### src/hw/rtl/pihc_pkg.sv
// Shared widths, register indexes, command types and column step tables of the hit checker.
package pihc_pkg;

  localparam int ColW   = 10;
  localparam int RowW   = 9;
  localparam int CntW   = 16;
  localparam int OccW   = 6;
  localparam int PixW   = 20;
  localparam int MissW  = 36;
  localparam int ExtraW = 35;
  localparam int StepW  = 6;
  localparam int RecipW = 17;
  localparam int CfgIdxW = 2;

  // Stream word widths, padded to whole bytes
  localparam int InW  = 40;
  localparam int OutW = 136;

  // Configuration register indexes
  typedef enum logic [CfgIdxW-1:0] {
    CFG_TRIGGER   = 2'd0,
    CFG_OCCUPANCY = 2'd1,
    CFG_ROW       = 2'd2
  } cfg_index_t;

  // Commands from the controller to the datapath
  typedef struct packed {
    logic capture;
    logic quot;
    logic check;
    logic accumulate;
  } pihc_cmd_t;

  // Status from the datapath to the controller
  typedef struct packed {
    logic last;
    logic out_busy;
  } pihc_status_t;

  // Column step between injected pixels for a given occupancy.
  // Zero behaves as one; a whole row (and anything above) gives step one.
  function automatic logic [StepW-1:0] step_of(input logic [OccW-1:0] occ);
    logic [StepW-1:0] st;
    if (occ <= 6'd1)       st = 6'd32;
    else if (occ == 6'd2)  st = 6'd16;
    else if (occ == 6'd3)  st = 6'd10;
    else if (occ == 6'd4)  st = 6'd8;
    else if (occ == 6'd5)  st = 6'd6;
    else if (occ == 6'd6)  st = 6'd5;
    else if (occ <= 6'd8)  st = 6'd4;
    else if (occ <= 6'd10) st = 6'd3;
    else if (occ <= 6'd16) st = 6'd2;
    else                   st = 6'd1;
    return st;
  endfunction

  // Rounded-up reciprocal 2^16 / step, exact quotient for any 10-bit column
  function automatic logic [RecipW-1:0] recip_of(input logic [StepW-1:0] st);
    logic [RecipW-1:0] r;
    unique case (st)
      6'd32:   r = 17'd2048;
      6'd16:   r = 17'd4096;
      6'd10:   r = 17'd6554;
      6'd8:    r = 17'd8192;
      6'd6:    r = 17'd10923;
      6'd5:    r = 17'd13108;
      6'd4:    r = 17'd16384;
      6'd3:    r = 17'd21846;
      6'd2:    r = 17'd32768;
      default: r = 17'd65536;
    endcase
    return r;
  endfunction

endpackage

### src/hw/rtl/pixel_injection_hit_checker_top.sv
// Top level of the pixel injection hit checker: controller, datapath and checks.
//
// Input stream (s_t*): one word per pixel, with column, row and hit count in
// s_tdata and the last pixel of a chip marked by s_tlast. Each pixel is
// classified as dead, inefficient or noisy against the injection pattern
// set by the configuration registers, and the totals are accumulated with
// saturation.
// Output stream (m_t*): one word per chip, issued after its last pixel,
// carrying the five totals; the totals then restart from zero.
// Configuration (cfg_*): trigger count, occupancy and injected row; the user is to
// write them while the block is idle, and the block itself does not enforce this.
// Timing: an item passes four steps (capture, quotient multiply, remainder
// check, accumulate); the remainder test by reciprocal multiplication sets
// the walk. A chip result is registered by the accumulate step of its last pixel.
// One item is in flight at a time, so the input takes no new word until the
// accumulate step of the word before it is done.
// Stalls: the result register holds a waiting chip result while pixels keep
// flowing; a following chip end waits in the accumulate step until the
// receiver takes the earlier result.
// Reset clears the totals, the result valid and restores register defaults.
module pixel_injection_hit_checker_top
  import pihc_pkg::*;
(
  input  logic               clk,
  input  logic               rst,
  input  logic               cfg_we,
  input  logic [CfgIdxW-1:0] cfg_index,
  input  logic [CntW-1:0]    cfg_data,
  input  logic               s_tvalid,
  output logic               s_tready,
  // column [9:0], pixel_row [18:10], hit_count [34:19], zero fill [39:35]
  input  logic [InW-1:0]     s_tdata,
  input  logic               s_tlast,
  output logic               m_tvalid,
  input  logic               m_tready,
  // dead_pixels [19:0], inefficient_pixels [39:20], noisy_pixels [59:40],
  // missing_hits [95:60], extra_hits [130:96], zero fill [135:131]
  output logic [OutW-1:0]    m_tdata
);

  pihc_cmd_t    cmd;
  pihc_status_t stat;

  pihc_ctrl u_ctrl (
    .clk      (clk),
    .rst      (rst),
    .s_tvalid (s_tvalid),
    .s_tready (s_tready),
    .stat     (stat),
    .cmd      (cmd)
  );

  pihc_dp u_dp (
    .clk       (clk),
    .rst       (rst),
    .cfg_we    (cfg_we),
    .cfg_index (cfg_index),
    .cfg_data  (cfg_data),
    .s_tdata   (s_tdata),
    .s_tlast   (s_tlast),
    .m_tvalid  (m_tvalid),
    .m_tready  (m_tready),
    .m_tdata   (m_tdata),
    .cmd       (cmd),
    .stat      (stat)
  );

`ifndef SYNTH
  // Only one step of the sequence is commanded at a time
  assert property (@(posedge clk) disable iff (rst)
    $onehot0({cmd.capture, cmd.quot, cmd.check, cmd.accumulate}))
    else $error("more than one datapath command active");

  // A taken word closes the input until its accumulate step is done
  assert property (@(posedge clk) disable iff (rst)
    s_tvalid && s_tready |=> !s_tready)
    else $error("input accepted while an item is in flight");

  // A new result appears only from the accumulate step of a chip end
  assert property (@(posedge clk) disable iff (rst)
    $rose(m_tvalid) |-> $past(cmd.accumulate && stat.last))
    else $error("result raised without a chip end");

  // The accumulate step never overwrites a result still waiting
  assert property (@(posedge clk) disable iff (rst)
    cmd.accumulate && stat.last |-> !(m_tvalid && !m_tready))
    else $error("waiting result overwritten");
`endif

endmodule

### src/hw/rtl/pihc_ctrl.sv
// Controller state machine sequencing one pixel word through the datapath.
module pihc_ctrl
  import pihc_pkg::*;
(
  input  logic         clk,
  input  logic         rst,
  input  logic         s_tvalid,
  output logic         s_tready,
  input  pihc_status_t stat,
  output pihc_cmd_t    cmd
);

  typedef enum logic [3:0] {
    ST_IDLE  = 4'b0001,
    ST_QUOT  = 4'b0010,
    ST_CHECK = 4'b0100,
    ST_ACC   = 4'b1000
  } state_t;

  state_t state;
  state_t state_next;
  logic   acc_go;

  // Hold the accumulate step while a chip result still waits downstream
  assign acc_go = (state == ST_ACC) && !(stat.last && stat.out_busy);

  assign s_tready       = (state == ST_IDLE);
  assign cmd.capture    = (state == ST_IDLE) && s_tvalid;
  assign cmd.quot       = (state == ST_QUOT);
  assign cmd.check      = (state == ST_CHECK);
  assign cmd.accumulate = acc_go;

  // Advance through quotient, check and accumulate
  always_comb begin
    state_next = state;
    unique case (state)
      ST_IDLE:  if (s_tvalid) state_next = ST_QUOT;
      ST_QUOT:  state_next = ST_CHECK;
      ST_CHECK: state_next = ST_ACC;
      ST_ACC:   if (acc_go) state_next = ST_IDLE;
      default:  state_next = ST_IDLE;
    endcase
  end

  always_ff @(posedge clk) begin
    if (rst) begin
      state <= ST_IDLE;
    end else begin
      state <= state_next;
    end
  end

endmodule

### src/hw/rtl/pihc_dp.sv
// Datapath: configuration, injection test, saturating totals and the result register.
module pihc_dp
  import pihc_pkg::*;
(
  input  logic                  clk,
  input  logic                  rst,
  input  logic                  cfg_we,
  input  logic [CfgIdxW-1:0]    cfg_index,
  input  logic [CntW-1:0]       cfg_data,
  input  logic [InW-1:0]        s_tdata,
  input  logic                  s_tlast,
  output logic                  m_tvalid,
  input  logic                  m_tready,
  output logic [OutW-1:0]       m_tdata,
  input  pihc_cmd_t             cmd,
  output pihc_status_t          stat
);

  // Configuration
  logic [CntW-1:0]  trigger;
  logic [OccW-1:0]  occupancy;
  logic [RowW-1:0]  inj_row;

  // Captured word
  logic [ColW-1:0]  col_r;
  logic [RowW-1:0]  row_r;
  logic [CntW-1:0]  cnt_r;
  logic             last_r;

  logic [ColW-1:0]  quot_r;
  logic             injected_r;

  // Totals
  logic [PixW-1:0]   dead_total;
  logic [PixW-1:0]   ineff_total;
  logic [PixW-1:0]   noisy_total;
  logic [MissW-1:0]  missing_total;
  logic [ExtraW-1:0] extra_total;

  logic [PixW-1:0]   dead_next;
  logic [PixW-1:0]   ineff_next;
  logic [PixW-1:0]   noisy_next;
  logic [MissW-1:0]  missing_next;
  logic [ExtraW-1:0] extra_next;

  // Result fields
  logic [PixW-1:0]   out_dead;
  logic [PixW-1:0]   out_ineff;
  logic [PixW-1:0]   out_noisy;
  logic [MissW-1:0]  out_missing;
  logic [ExtraW-1:0] out_extra;

  logic [StepW-1:0]              step;
  logic [RecipW-1:0]             recip;
  logic [ColW+RecipW-1:0]        quot_prod;
  logic [ColW+StepW-1:0]         back_prod;
  logic                          dead_inc;
  logic                          ineff_inc;
  logic                          noisy_inc;
  logic signed [CntW+1:0]        delta;
  logic signed [MissW:0]         miss_sum;
  logic [ExtraW:0]               extra_sum;

  assign step  = step_of(occupancy);
  assign recip = recip_of(step);

  // Configuration writes; index three is ignored
  always_ff @(posedge clk) begin
    if (rst) begin
      trigger   <= CntW'(1);
      occupancy <= OccW'(32);
      inj_row   <= '0;
    end else if (cfg_we) begin
      unique case (cfg_index_t'(cfg_index))
        CFG_TRIGGER:   trigger   <= cfg_data;
        CFG_OCCUPANCY: occupancy <= cfg_data[OccW-1:0];
        CFG_ROW:       inj_row   <= cfg_data[RowW-1:0];
        default: ;
      endcase
    end
  end

  // Capture the input word
  always_ff @(posedge clk) begin
    if (cmd.capture) begin
      col_r  <= s_tdata[ColW-1:0];
      row_r  <= s_tdata[ColW+RowW-1:ColW];
      cnt_r  <= s_tdata[ColW+RowW+CntW-1:ColW+RowW];
      last_r <= s_tlast;
    end
  end

  // Quotient column / step by reciprocal, then test the remainder for zero
  assign quot_prod = (ColW+RecipW)'(col_r) * (ColW+RecipW)'(recip);
  assign back_prod = (ColW+StepW)'(quot_r) * (ColW+StepW)'(step);

  always_ff @(posedge clk) begin
    if (cmd.quot) quot_r <= quot_prod[ColW+16-1:16];
    if (cmd.check) injected_r <= (row_r == inj_row) &&
                                 (back_prod == (ColW+StepW)'(col_r));
  end

  // Classify the pixel and form the saturated next totals
  assign dead_inc  = injected_r && (cnt_r == '0);
  assign ineff_inc = injected_r && (cnt_r != '0) && (cnt_r != trigger);
  assign noisy_inc = !injected_r && (cnt_r != '0);
  assign delta     = injected_r ? ($signed({2'b00, trigger}) - $signed({2'b00, cnt_r}))
                                : '0;
  assign miss_sum  = $signed({missing_total[MissW-1], missing_total}) +
                     (MissW+1)'(delta);
  assign extra_sum = {1'b0, extra_total} + (noisy_inc ? (ExtraW+1)'(cnt_r) : '0);

  always_comb begin
    dead_next  = (dead_inc && dead_total != '1) ? dead_total + 1'b1 : dead_total;
    ineff_next = (ineff_inc && ineff_total != '1) ? ineff_total + 1'b1 : ineff_total;
    noisy_next = (noisy_inc && noisy_total != '1) ? noisy_total + 1'b1 : noisy_total;
    priority if (!miss_sum[MissW] && miss_sum[MissW-1])
      missing_next = {1'b0, {(MissW-1){1'b1}}};
    else if (miss_sum[MissW] && !miss_sum[MissW-1])
      missing_next = {1'b1, {(MissW-1){1'b0}}};
    else
      missing_next = miss_sum[MissW-1:0];
    extra_next = extra_sum[ExtraW] ? '1 : extra_sum[ExtraW-1:0];
  end

  // Update totals; on a chip end move them to the result and clear
  always_ff @(posedge clk) begin
    if (rst) begin
      dead_total    <= '0;
      ineff_total   <= '0;
      noisy_total   <= '0;
      missing_total <= '0;
      extra_total   <= '0;
    end else if (cmd.accumulate) begin
      if (last_r) begin
        dead_total    <= '0;
        ineff_total   <= '0;
        noisy_total   <= '0;
        missing_total <= '0;
        extra_total   <= '0;
      end else begin
        dead_total    <= dead_next;
        ineff_total   <= ineff_next;
        noisy_total   <= noisy_next;
        missing_total <= missing_next;
        extra_total   <= extra_next;
      end
    end
  end

  // Result register
  always_ff @(posedge clk) begin
    if (cmd.accumulate && last_r) begin
      out_dead    <= dead_next;
      out_ineff   <= ineff_next;
      out_noisy   <= noisy_next;
      out_missing <= missing_next;
      out_extra   <= extra_next;
    end
  end

  always_ff @(posedge clk) begin
    if (rst) begin
      m_tvalid <= 1'b0;
    end else if (cmd.accumulate && last_r) begin
      m_tvalid <= 1'b1;
    end else if (m_tready) begin
      m_tvalid <= 1'b0;
    end
  end

  assign m_tdata = {5'b0, out_extra, out_missing, out_noisy, out_ineff, out_dead};

  assign stat.last     = last_r;
  assign stat.out_busy = m_tvalid && !m_tready;

endmodule

### config.mk
export PLATFORM = sky130hd
export DESIGN_NAME = pixel_injection_hit_checker_top
export DESIGN_NICKNAME = d
export VERILOG_FILES = /design/src/hw/rtl/pihc_pkg.sv /design/src/hw/rtl/pixel_injection_hit_checker_top.sv /design/src/hw/rtl/pihc_ctrl.sv /design/src/hw/rtl/pihc_dp.sv
export SDC_FILE = /design/constraint.sdc
export NUM_CORES = 1
export LEC_CHECK = 0
export BUFFER_PORTS_ARGS = -buffer_cell sky130_fd_sc_hd__buf_2
export CORE_MARGIN = 4
export CORE_UTILIZATION = 48
export CTS_CLUSTER_SIZE = 8
export DETAILED_ROUTE_END_ITERATION = 7
export GPL_TIMING_DRIVEN = 0
export PLACE_DENSITY_LB_ADDON = 0.3
export SLEW_MARGIN = 20
export SYNTH_ARGS = -nofsm -noshare
export SYNTH_HDL_FRONTEND = slang
export SYNTH_HIERARCHICAL = 1
export SYNTH_SLANG_ARGS = --single-unit
### constraint.sdc
create_clock -name clk -period 9.9 [get_ports clk]
set_input_delay 0.495 -clock clk [delete_from_list [all_inputs] [get_ports clk]]
set_output_delay 0.495 -clock clk [all_outputs]
set_load 0.01 [all_outputs]
## Word level (Yosys, flattened, before mapping)

Cells that the tools add are included.

| storage, ports and cells | value |
|---|---|
| register bits | 345 |
| latch bits | 0 |
| RAM bits | 0 |
| memory bits (read-only) | 0 |
| input port bits | 64 |
| output and inout port bits | 138 |
| memories kept | 0 |

| operators by class | value |
|---|---|
| add/sub/neg operators | 6 |
| $mul | 2 |
| div/mod/pow operators | 0 |
| magnitude comparators | 4 |
| eq/ne operators | 28 |
| shift-type cells | 0 |
| multiplexer cells | 28 |
| bitwise gates (word level) | 0 |
| reduce and logical (&&, ||, !) cells | 28 |

Operators with widths:

| operator | count |
|---|---|
| $pmux 17 s9 | 1 |
| $mux 20 | 6 |
| $mux 36 | 3 |
| $mux 35 | 2 |
| $add 20x1->20 const B | 3 |
| $ne 20x20->1 const B | 3 |
| $mux 6 | 8 |
| $add 36x18->37 | 1 |
| $add 35x36->36 | 1 |
| $eq 6x3->1 const B | 6 |
| $mul 10x17->26 | 1 |
| $eq 6x2->1 const B | 4 |
| $mux 18 | 1 |
| $sub 16x16->17 | 1 |
| $eq 16x10->1 | 1 |
| $logic_not 16->1 | 1 |
| $mul 10x6->16 | 1 |
| $mux 16 | 1 |
| $ne 16x16->1 | 1 |
| $pmux 4 s4 | 1 |
| $reduce_bool 16->1 | 1 |
| $logic_and 1x1->1 | 15 |
| $eq 6x4->1 const B | 2 |
| $le 6x4->1 const B | 2 |
| other kinds (20) | 29 |

## Logic depth before layout (Yosys ltp)

| logic depth | value |
|---|---|
| depth after elaboration | 13 |
| gate-level depth with buffers | 28 |
| mapped depth without buffers | 26 |

## By module

The synthesis kept the hierarchy.

By module, submodules not included:

| module | instances | cells an instance | area each (µm²) |
|---|---|---|---|
| pihc_dp | 1 | 2,497 | 23,736.5 |
| pihc_ctrl | 1 | 25 | 230.2 |

## Least setup slack after synthesis

No wires, ideal clock.

| timing path | value |
|---|---|
| kind | reg2reg |
| start point | register u_dp.occupancy[2] |
| end point | register u_dp.quot_r[9], data pin |
| data arrival time | 6,300 ps |
| data required time | 9,640 ps |
| path slack | 3,340 ps |
| stages on the path, launching flop included | 25 |
| path buffers | 2 |
| cell sequence | dfxtp_1 clkbuf_1 nor2b_1 nand3b_1 a21oi_1 clkbuf_1 and2_1 fa_1 fa_1 fa_1 fa_1 inv_1 fa_1 inv_1 ha_1 a21o_1 a21o_1 a21o_1 a21oi_1 a311o_1 o21ai_0 o41ai_1 o21bai_1 a21oi_1 xnor2_1 |

| on the way | value |
|---|---|
| word-level cells in the longest chain between the ends | 13 |

RTL lines:

| what | line | text |
|---|---|---|
| start, declared | pihc_dp.sv:21 | `logic [OccW-1:0] occupancy;` |
| start signal, assigned | pihc_dp.sv:71 | `occupancy <= OccW'(32);` |
| start signal, assigned | pihc_dp.sv:76 | `CFG_OCCUPANCY: occupancy <= cfg_data[OccW-1:0];` |
| $le 6x5->1 | pihc_pkg.sv:52 | `else if (occ <= 6'd16) st = 6'd2;` |
| $mux 2 | pihc_pkg.sv:52 |  |
| $mux 6 | pihc_pkg.sv:51 | `else if (occ <= 6'd10) st = 6'd3;` |
| $mux 6 | pihc_pkg.sv:50 | `else if (occ <= 6'd8) st = 6'd4;` |
| $mux 6 | pihc_pkg.sv:49 | `else if (occ == 6'd6) st = 6'd5;` |
| $mux 6 | pihc_pkg.sv:48 | `else if (occ == 6'd5) st = 6'd6;` |
| $mux 6 | pihc_pkg.sv:47 | `else if (occ == 6'd4) st = 6'd8;` |
| $mux 6 | pihc_pkg.sv:46 | `else if (occ == 6'd3) st = 6'd10;` |
| $mux 6 | pihc_pkg.sv:45 | `else if (occ == 6'd2) st = 6'd16;` |
| $mux 6 (*) | pihc_pkg.sv:44 | `if (occ <= 6'd1) st = 6'd32;` |
| $eq 6x2->1 (tied with other cells) | pihc_pkg.sv:60 | `unique case (st)` |
| $pmux 17 s9 (*) | pihc_pkg.sv:60 |  |
| $mul 10x17->26 (*) | pihc_dp.sv:94 | `assign quot_prod = (ColW+RecipW)'(col_r) * (ColW+RecipW)'(recip);` |
| via u_dp.quot_prod[25] | pihc_dp.sv:55 | `logic [ColW+RecipW-1:0] quot_prod;` |
| end signal, assigned | pihc_dp.sv:98 | `if (cmd.quot) quot_r <= quot_prod[ColW+16-1:16];` |
| end, declared | pihc_dp.sv:30 | `logic [ColW-1:0] quot_r;` |

The timed path passes the listed nets; every way through them passes the cells marked *.
A chain may end at the register's enable or synchronous reset.

## Worst setup path after layout

Same ends and word-level chain as after synthesis.

==> reports/metrics.cfg <==
[outcome]
status=complete, no violations

[power]
fin_total_pwr_w=0.003400
pwr-share-comb_pct=7.0
switchingPower_w=0.0008041
intPower_w=0.002596
switching_share_pct=23.65
p_leak_nw=12.48
irDropWorstVdd_uv=144.8
powerDensity_mw_per_mm2=124.2
p_clk_share_pct=47.7
pwr-share-seq_pct=45.3

[hold_path]
hold_start=s_tdata[10]
hp-class=in2reg
whs_endpoint=u_dp/row_r[0]
min_path_cells=1

[clocking]
cts.path.max_buffers=3
tritoncts=built
clk_pin_slew_worst_paths_ns=0.06
numCtsBuffers=50
ctsHtreeMaxLevel=2
clock_sinks=345
clk_latency_ns=0.58
hold_buffers=0
cts-root-buf=clkbuf_16
ctsResizeCount=0
cts_setup_buffers=0

[sta]
tns_ns=0
tightest_slew_ns=1.158
finalClockSkew_ns=0.01613
rsz0062_at_grt=false
period_share_pct=78.46
setup_viol=0
hold_viol_final=0
period_needed_ns=7.767
drv_slew=0
timing.slew.headroom_pct=22.17
timing.hold.ws_ns=0.09578
max_clock_freq_ghz=0.1287

[synth]
synthAdderAreaFrac_pct=20.97
synth_top_family_by_area=adder cells
synthesis.instances=2522
yosys_warnings=6
synth-main-ff-cell=edfxtp_1
ys_types=87
ys_seq_area_share_pct=36.25
synth-compound-area-share_pct=12.59
synth_xor_area_share_pct=5.920
synthSimpleGateAreaFrac_pct=17.14
synth_area_per_cell_um2=9.503
synth.mux.area_fraction_pct=1.081
async_flop_share_pct=0
synth_edf_count=178
synth_seq_cells=345
synth.cell_area_mm2=0.02397

[global_routing]
antenna_found_initial=1
grt.overflow.total=0
grt_max_degree=61
grt_first_pass_wirelength_um=103000
grt_pass1_vias=19290
grt_usage_pct=24.05

[detailed_routing]
ant_nets=0
wl_per_cell_um=18.72
wl_um=65120
drt_iter0_drc=1377
drt_pass1_iterations=5
viasPerCell=5.544
route.detailed.drc=0
via_count=19290

[setup_path]
critPathCaptureType=flip-flop
worst-setup-path-type=reg2reg
ff2ff_setup_slack_ns=2.13
reg2reg_from=u_dp/occupancy[2]
reg2reg_to=u_dp/quot_r[9]
worstPathRequired_ns=10.22
worstPathMaxFanout=10
critPathLaunchType=flip-flop
reg2reg_depth=26
cp.arrival_ns=8.08

[finish]
utilization_pct=55.70
final_cell_mix=251 x nand2_1, 243 x inv_1, 210 x buf_2, 193 x nor2_1, 178 x edfxtp_1
final_common_cell=nand2_1
layout.cells.non_filler=3479
syn_to_final_growth_pct=14.24
fill_cells=4452
nets=3136
drive_gt1_share_pct=11.73

[floorplan]
rows=81
initial_utilization_pct=48.76
die_w_um=231.5
fp.dieArea_mm2=0.05357
pin_count=202
die_y_um=231.5
coreArea_mm2=0.04915

[place]
placedCellCount=3386
portBuffers=191
dp_hpwl_um=50740
gp_congestion=0.9401

[run]
cap_violations=0

## layout make-up
cell class	instances	area, um^2	area share (%)
clock buffer	89	1461	5.338
inverter	244	915.9	3.345
timing repair buffer	196	1061	3.875
antenna	2	5.005	0.01828
buffer	123	529.3	1.933
clock inverter	2	15.01	0.05484
tap	664	830.8	3.034
sequential	345	8688	31.73
multi-input combinational	1814	13870	50.67
## power groups by stage
| stage | Combinational [W] | Sequential [W] | Clock, W |
|---|---|---|---|
| 2_1_floorplan | 0.000157 | 0.00156 | 0 |
| 3_3_place_gp | 0.000226 | 0.00157 | 0 |
| 3_5_place_dp | 0.000235 | 0.00157 | 0 |
| 4_1_cts | 0.000238 | 0.00154 | 0.00167 |
| 5_1_grt | 0.000264 | 0.00154 | 0.00172 |
| 6_report | 0.000239 | 0.00154 | 0.00162 |
## per-stage QoR
step | setup slack (ns) | area, um^2
5_1_grt | 1.718 | 27380
2_1_floorplan | 3.340 | 23980
3_5_place_dp | 2.179 | 25900
3_3_place_gp | 0.7128 | 25770
4_1_cts | 2.156 | 27370
6_report | 2.133 | 27380
## flip-flops by register name (all words and copies together) (netlist names), 16 cells and up
name and count:
u_dp/noisy_total 20, u_dp/missing_total 36, u_dp/cnt_r 16, u_dp/out_ineff 20, u_dp/dead_total 20, u_dp/out_dead 20
u_dp/extra_total 35, u_dp/out_missing 36, u_dp/ineff_total 20, u_dp/trigger 16, u_dp/out_extra 35, u_dp/out_noisy 20
## synth_stat cells, types with 44 or more instances
cell type	number	area (um^2)
nand2_1	251	942.2
a21oi_1	133	665.6
a22o_1	44	385.4
a21o_1	46	345.3
nor2_1	193	724.4
edfxtp_1	178	5345
xnor2_1	99	867.1
and2_1	102	638.1
ha_1	152	1902
inv_1	243	912.1
xor2_1	63	551.8
o21ai_0	102	510.5
clkbuf_1	89	334.1
nand3_1	62	310.3
fa_1	146	2923
dfxtp_1	167	3343
## how the worst max path moves through the flow
stage	slack (ns)	end	cells after the start	from
floorplan	3.34	u_dp/quot_r[9]	24	u_dp/occupancy[2]
global placement	0.71	u_dp/out_missing[30]	23	u_dp/cnt_r[0]
detailed placement	2.18	u_dp/quot_r[9]	26	u_dp/occupancy[2]
CTS	2.16	u_dp/quot_r[9]	26	u_dp/occupancy[2]
global route	1.72	u_dp/quot_r[9]	26	u_dp/occupancy[0]
finish	2.13	u_dp/quot_r[9]	26	u_dp/occupancy[2]
## cell families after synthesis
logic type                 count (synthesis)
muxes                                     25
and+or+nand+nor                          838
DFF                                      345
other                                      1
AOI/OAI and AO/OA                        466
adders and majority gates                318
xor gates and xnor gates                 162
buffers and inverters                    367
## critical path, stage by stage, from the launching register on
cell	delay [ns]
dfxtp_1	0.44
clkbuf_1	0.38
nor2b_1	0.32
nand3b_1	0.11
a21oi_1	0.27
or2_2	0.16
clkbuf_1	0.50
nand2_1	0.17
fa_1	0.54
fa_1	0.52
inv_1	0.05
fa_1	0.48
fa_1	0.54
inv_1	0.05
fa_1	0.53
inv_1	0.04
ha_1	0.30
and3_1	0.17
nand3_1	0.14
nor2_1	0.07
a21oi_1	0.21
a311o_1	0.34
o21ai_0	0.23
o41ai_1	0.47
o21bai_1	0.17
a21oi_1	0.21
xnor2_1	0.08
## layer usage
layer  wire length (um)  GRT usage (%)  up-vias  part of all wire (%)
li1                   -              -     9148                     -
met2              31490          41.09      624                    48
met5                  0              0        -                     0
met1              27140          30.59     9379                    42
met3               3998          4.142      135                   6.1
met4               2492          9.152        0                   3.8
No activity file was read; power rests on OpenSTA's default activity.
